**src/hw/rtl/cisc_pkg.sv**
```systemverilog
// Shared types, token codes, register indexes and lookup tables for the intent slot checker.
`timescale 1ns / 1ps
package cisc_pkg;

  localparam int unsigned TokenW   = 5;
  localparam int unsigned DevW     = 2;
  localparam int unsigned ZoneW    = 3;
  localparam int unsigned ActW     = 4;
  localparam int unsigned MaskW    = 13;
  localparam int unsigned MaxDev   = 4;
  localparam int unsigned CfgIdxW  = 3;
  localparam int unsigned NumLevels = 4;

  // token code boundaries
  localparam logic [TokenW-1:0] TokZoneLo     = 5'd4;
  localparam logic [TokenW-1:0] TokActLo      = 5'd8;
  localparam logic [TokenW-1:0] TokActHi      = 5'd20;
  localparam logic [TokenW-1:0] TokUnknown    = 5'd21;
  localparam logic [TokenW-1:0] TokSilence    = 5'd22;
  localparam logic [TokenW-1:0] TokCompoundLo = 5'd23;
  localparam logic [TokenW-1:0] TokCompoundHi = 5'd25;
  localparam logic [TokenW-1:0] TokSceneLo    = 5'd26;
  localparam logic [TokenW-1:0] TokSceneHi    = 5'd29;
  localparam logic [TokenW-1:0] TokUnrecog    = 5'd30;
  localparam logic [TokenW-1:0] TokEmpty      = 5'd31;
  localparam logic [TokenW-1:0] ZoneBias      = 5'd3;

  // register indexes
  localparam logic [CfgIdxW-1:0] CfgDev0Mask  = 3'd0;
  localparam logic [CfgIdxW-1:0] CfgDev1Mask  = 3'd1;
  localparam logic [CfgIdxW-1:0] CfgDev2Mask  = 3'd2;
  localparam logic [CfgIdxW-1:0] CfgDev3Mask  = 3'd3;
  localparam logic [CfgIdxW-1:0] CfgZonedMask = 3'd4;

  localparam logic [MaskW-1:0]  Dev0MaskRst  = 13'd7731;
  localparam logic [MaskW-1:0]  Dev1MaskRst  = 13'd259;
  localparam logic [MaskW-1:0]  Dev2MaskRst  = 13'd195;
  localparam logic [MaskW-1:0]  Dev3MaskRst  = 13'd12;
  localparam logic [MaxDev-1:0] ZonedMaskRst = 4'd1;

  typedef struct packed {
    logic [TokenW-1:0] token;
    logic              last;
  } in_word_t;

  typedef struct packed {
    logic            valid_res;
    logic [DevW-1:0] device;
    logic [ZoneW-1:0] zone;
    logic [ActW-1:0] action;
    logic            level;
  } out_word_t;

  typedef struct packed {
    logic [MaxDev-1:0][MaskW-1:0] action_mask;
    logic [MaxDev-1:0]            zoned_mask;
  } cfg_t;

  typedef struct packed {
    logic             dev_seen;
    logic [DevW-1:0]  dev;
    logic [ZoneW-1:0] zone;
    logic             act_seen;
    logic [ActW-1:0]  act;
    logic             rejected;
  } slots_t;

  function automatic logic [ZoneW-1:0] combo_zone(input logic [1:0] idx);
    logic [ZoneW-1:0] z;
    case (idx)
      2'd0:    z = 3'd1;
      2'd1:    z = 3'd3;
      2'd2:    z = 3'd4;
      default: z = 3'd0;
    endcase
    return z;
  endfunction

  function automatic logic [ZoneW-1:0] scene_zone(input logic [1:0] idx);
    logic [ZoneW-1:0] z;
    case (idx)
      2'd2:    z = 3'd4;
      default: z = 3'd0;
    endcase
    return z;
  endfunction

  function automatic logic [ActW-1:0] scene_action(input logic [1:0] idx);
    logic [ActW-1:0] a;
    case (idx)
      2'd0:    a = 4'd1;
      2'd3:    a = 4'd9;
      default: a = 4'd0;
    endcase
    return a;
  endfunction

endpackage

```
**src/hw/rtl/cisc_slot_tracker.sv**
```systemverilog
// Slot registers, order and duplicate rules, and the final intent check.
`timescale 1ns / 1ps
module cisc_slot_tracker
  import cisc_pkg::*;
#(
  parameter int unsigned NUM_DEVICES = 4,
  parameter int unsigned NUM_ACTIONS = 13
) (
  input  logic      clk_i,
  input  logic      rst_ni,
  input  logic      fire_i,
  input  in_word_t  word_i,
  input  cfg_t      cfg_i,
  output out_word_t result_o
);

  localparam logic [TokenW-1:0] NumDevW = TokenW'(NUM_DEVICES);
  localparam logic [TokenW-1:0] NumActW = TokenW'(NUM_ACTIONS);

  slots_t            s_q, s_d;
  logic [TokenW-1:0] tok;
  logic [TokenW-1:0] act_idx;
  logic [TokenW-1:0] zone_idx;
  logic [TokenW-1:0] cmp_idx;
  logic [TokenW-1:0] scn_idx;
  logic              busy;
  logic [15:0]       dev_mask;
  logic              ok;
  logic [TokenW-1:0] lvl_sum;

  assign tok      = word_i.token;
  assign act_idx  = tok - TokActLo;
  assign zone_idx = tok - ZoneBias;
  assign cmp_idx  = tok - TokCompoundLo;
  assign scn_idx  = tok - TokSceneLo;
  assign busy     = s_q.dev_seen || (s_q.zone != '0) || s_q.act_seen;

  always_comb begin
    s_d = s_q;
    if (!s_q.rejected) begin
      if (tok < TokZoneLo) begin
        if (tok >= NumDevW || busy) begin
          s_d.rejected = 1'b1;
        end else begin
          s_d.dev_seen = 1'b1;
          s_d.dev      = tok[DevW-1:0];
        end
      end else if (tok < TokActLo) begin
        if ((s_q.zone != '0) || !s_q.dev_seen || s_q.act_seen) begin
          s_d.rejected = 1'b1;
        end else begin
          s_d.zone = zone_idx[ZoneW-1:0];
        end
      end else if (tok <= TokActHi) begin
        if (act_idx >= NumActW || s_q.act_seen) begin
          s_d.rejected = 1'b1;
        end else begin
          s_d.act_seen = 1'b1;
          s_d.act      = act_idx[ActW-1:0];
        end
      end else if (tok == TokUnknown || tok == TokSilence || tok == TokEmpty) begin
        s_d = s_q;
      end else if (tok <= TokCompoundHi) begin
        if (busy) begin
          s_d.rejected = 1'b1;
        end else begin
          s_d.dev_seen = 1'b1;
          s_d.dev      = '0;
          s_d.zone     = combo_zone(cmp_idx[1:0]);
        end
      end else if (tok <= TokSceneHi) begin
        if (busy) begin
          s_d.rejected = 1'b1;
        end else begin
          s_d.dev_seen = 1'b1;
          s_d.dev      = '0;
          s_d.zone     = scene_zone(scn_idx[1:0]);
          s_d.act_seen = 1'b1;
          s_d.act      = scene_action(scn_idx[1:0]);
        end
      end else begin
        s_d.rejected = 1'b1;
      end
    end
  end

  assign dev_mask = {{(16 - MaskW){1'b0}}, cfg_i.action_mask[s_d.dev]};
  assign lvl_sum  = {1'b0, s_d.act} + TokenW'(NumLevels);

  always_comb begin
    ok = !s_d.rejected && s_d.dev_seen && s_d.act_seen;
    if ((s_d.zone != '0) && !cfg_i.zoned_mask[s_d.dev]) begin
      ok = 1'b0;
    end
    if ({1'b0, s_d.act} >= NumActW) begin
      ok = 1'b0;
    end
    if (!dev_mask[s_d.act]) begin
      ok = 1'b0;
    end
    result_o = '0;
    if (ok) begin
      result_o.valid_res = 1'b1;
      result_o.device    = s_d.dev;
      result_o.zone      = s_d.zone;
      result_o.action    = s_d.act;
      result_o.level     = (lvl_sum >= NumActW);
    end
  end

  always_ff @(posedge clk_i or negedge rst_ni) begin
    if (!rst_ni) begin
      s_q <= '0;
    end else if (fire_i) begin
      s_q <= word_i.last ? '0 : s_d;
    end
  end

endmodule

```
**config.mk**
```make
export PLATFORM = sky130hd
export DESIGN_NAME = cisc_slot_tracker
export DESIGN_NICKNAME = d
export VERILOG_FILES = /design/src/hw/rtl/cisc_pkg.sv /design/src/hw/rtl/cisc_slot_tracker.sv
export SDC_FILE = /design/constraint.sdc
export NUM_CORES = 1
export LEC_CHECK = 0
export ABC_AREA = 1
export BUFFER_PORTS_ARGS = -buffer_cell sky130_fd_sc_hd__buf_4
export CORE_MARGIN = 1
export CORE_UTILIZATION = 45
export CTS_CLUSTER_DIAMETER = 30
export DETAILED_ROUTE_END_ITERATION = 12
export PLACE_DENSITY = 0.85
export RECOVER_POWER = 25
export SLEW_MARGIN = 20
export SYNTH_ARGS = -nofsm -noshare
export SYNTH_HDL_FRONTEND = slang
export SYNTH_SLANG_ARGS = --single-unit
```
**constraint.sdc**
```tcl
create_clock -name clk_i -period 6.4 [get_ports clk_i]
set_clock_uncertainty 0.1 [all_clocks]
set_input_delay 0.96 -clock clk_i [delete_from_list [all_inputs] [get_ports clk_i]]
set_output_delay 0.96 -clock clk_i [all_outputs]
set_load 0.03 [all_outputs]
```
==> impl_metrics.csv <==
group,metric,value,unit
power_and_ir_drop,irDropWorstVdd,182.3,uV
detailed_routing,drc,0,
worst_setup_path,r2r-start,"s_q[7]",
final_layout,layout.nets,486,
logic_synthesis,ys_ff_latch,12,
sta,fin_crit,5.120,ns
worst_setup_path,arrival,4.06,ns
final_layout,area.sequential,300.3,um2
logic_synthesis,yosysSeqAreaShare,0.1518,
final_layout,layout_common_cells,"90 x nand2_1, 74 x buf_4, 70 x nand3_1",
grt,antenna_found_initial,0,
worst_hold_path,holdPathStages,2,
worst_setup_path,cpPeakStageDelay,0.40,ns
logic_synthesis,syn-mean-instance-area,5.801,um2
sta,rsz0062_at_grt,"no",
detailed_routing,drt_iter0_markers,175,
power_and_ir_drop,power_density,171.5,nW/um2
final_layout,regMostFlops,"s_q",
final_layout,largest_reg_flops,12,
floorplanning,rows,23,
floorplanning,chipWidth,68.30,um
sta,fin_tns_setup,0,ns
logic_synthesis,netlist_instances,341,
worst_setup_path,cpMaxStageDelayCell,"o21ai_4",
grt,grt_pass1_wl,8790,um
cts,cts_resized,0,
final_layout,fin_util,0.6248,
worst_setup_path,startpoint,"word_i[4]",
cts,cts_tree,"yes",
grt,grt.overflow.total,0,
sta,period_share,0.8001,
worst_setup_path,path_cells,"buf_4 > inv_2 > ha_1 > inv_1 > a21oi_2 > nand2_1 > o21ai_4 > nand2_4 > inv_2 > nand2_1 > nand3_1 > nand3_1 > nand3_1 > nand2_1 > a21oi_2 > nand2_2 > nor2_1 > buf_4",
placement,gp_congestion,0.9443,
detailed_routing,vias,2451,
final_layout,largest_registers,"s_q (12)",
placement,hpwl,4682,um
floorplanning,core_area,4115,um2
sta,drv_slew,0,
floorplanning,fp.dieArea,4665,um2
final_layout,multi_input_area,1406,um2
sta,worst_pin_slew,0.6453,ns
grt,track_usage,0.2469,
sta,relSlewSlack,0.5698,
cts,cts_root_buf,"clkbuf_8",
logic_synthesis,syn_area,1978,um2
worst_hold_path,hold_start,"s_q[4]",
grt,grt_max_degree,32,
logic_synthesis,synth_warnings,0,
cts,postCtsHoldBufs,0,
cts,clk_pin_slew,0.05,ns
power_and_ir_drop,leakage,1.405,nW
cts,clockBufferDepth,2,
sta,finalSetupViolCount,0,
logic_synthesis,yosysUniqueCellTypes,32,
worst_setup_path,end_kind,"output port",
detailed_routing,dr.pass1.iters,5,
logic_synthesis,synth_fp_nets,418,
final_layout,final_common_cell,"nand2_1",
final_layout,syn2layout_area_growth,29.98,%
floorplanning,io_pins,76,
cts,htree_num_levels,1,
grt,grt_pass1_vias,1916,
cts,clkLatencyLatePin,0.24,ns
status,status,"finished, final reports clean",
cts,post_cts_buffers,0,
floorplanning,die_h,68.30,um
detailed_routing,wire_per_inst,12.81,um
power_and_ir_drop,total_power,441.0,uW
sta,timing.fmax,195.3,MHz
final_layout,num-fill-cells,401,
floorplanning,start_util,0.4807,
placement,portBuffers,75,
cts,clock-sinks,12,
final_layout,drive_gt1_frac,0.2574,
detailed_routing,ant_nets,0,
detailed_routing,via_per_inst,5.352,
worst_setup_path,worstSetupPathType,"primary input to output port",
cts,cts_inserted_buffers,3,
worst_setup_path,worstSetupStartpointType,"primary input",
worst_setup_path,cp.required,5.34,ns
worst_setup_path,worstPathMaxFanout,31,
sta,final_hold_viol_count,0,
worst_hold_path,hold_path_class,"register to register",
detailed_routing,drt_wl_total,5867,um
flow_run,cap_violations,0,
final_layout,antennaDiodeCount,0,
worst_setup_path,worst-r2r-cell-count,10,
## cells in the mapped netlist, drive strengths merged
master / count / share of area
nand2: 96 / 0.19
clkbuf: 2 / 0.0038
inv: 50 / 0.095
nor3b: 1 / 0.0038
o22ai: 10 / 0.032
a21oi: 12 / 0.034
ha: 12 / 0.076
nand4: 5 / 0.016
a31oi: 1 / 0.0032
buf: 10 / 0.039
nand3: 76 / 0.21
and2: 1 / 0.0032
o211ai: 2 / 0.0076
o31ai: 1 / 0.0038
nor3: 2 / 0.0051
nor2: 33 / 0.077
a211oi: 1 / 0.0038
dfrtp: 12 / 0.15
or2: 2 / 0.0063
o21ai: 12 / 0.038
## per-layer routing
metal | vias to the layer above | part of all wire | track usage
met1 | 1100 | 0.48 | 0.3820
met2 | 89 | 0.46 | 0.3627
met5 | - | 0 | 0
met4 | 0 | 0.011 | 0.06771
li1 | 1255 | - | -
met3 | 7 | 0.054 | 0.01167
## power by group
part	switching [mW]	internal, mW	total (mW)
clock	0.0279	0.0543	0.0823
sequential	0.00486	0.0839	0.0888
combinational	0.173	0.0974	0.270
## worst max-delay path, delay by kind of cell
family | cells | cell delay (ns)
fa+ha+maj | 1 | 0.34
buf+inv | 5 | 0.87
simple gates | 9 | 1.08
compound gates | 3 | 0.79
## metrics by stage
step	area (um2)	std cells	hold slack (ns)	setup WS (ns)
after floorplan	1978	341	0.3958	2.140
after global placement	2520	454	0.4285	1.341
after detailed placement	2520	454	0.4440	1.369
after CTS	2575	458	0.4424	1.342
after global routing	2571	458	0.5041	0.9327
final	2571	458	0.4704	1.280
## worst paths after layout
kind                       slack (ns)     endpoint
max in group asynchronous        5.17       s_q[0]
setup / recovery                 1.28  result_o[9]
hold / removal                   0.47       s_q[4]
min in group asynchronous        0.61       s_q[6]
hold reg to reg                  0.47       s_q[4]
setup reg to reg                 4.36       s_q[1]
## cell type report
type	count	share of cell area
Tap cell	50	0.02433
Timing Repair Buffer	75	0.2175
Inverter	50	0.07299
Multi-Input combinational cell	267	0.5470
Sequential cell	12	0.1168
Clock buffer	4	0.02141
## kinds of logic after synthesis
| logic type | count (synthesis) | synth area share |
|---|---|---|
| AO/OA/AOI/OAI | 39 | 0.1221 |
| AND/OR/NAND/NOR | 216 | 0.5130 |
| flip-flops | 12 | 0.1518 |
| buffers and inverters | 62 | 0.1373 |
| adder cells (fa/ha/maj) | 12 | 0.07590 |
(Power assumes the default switching activity.)
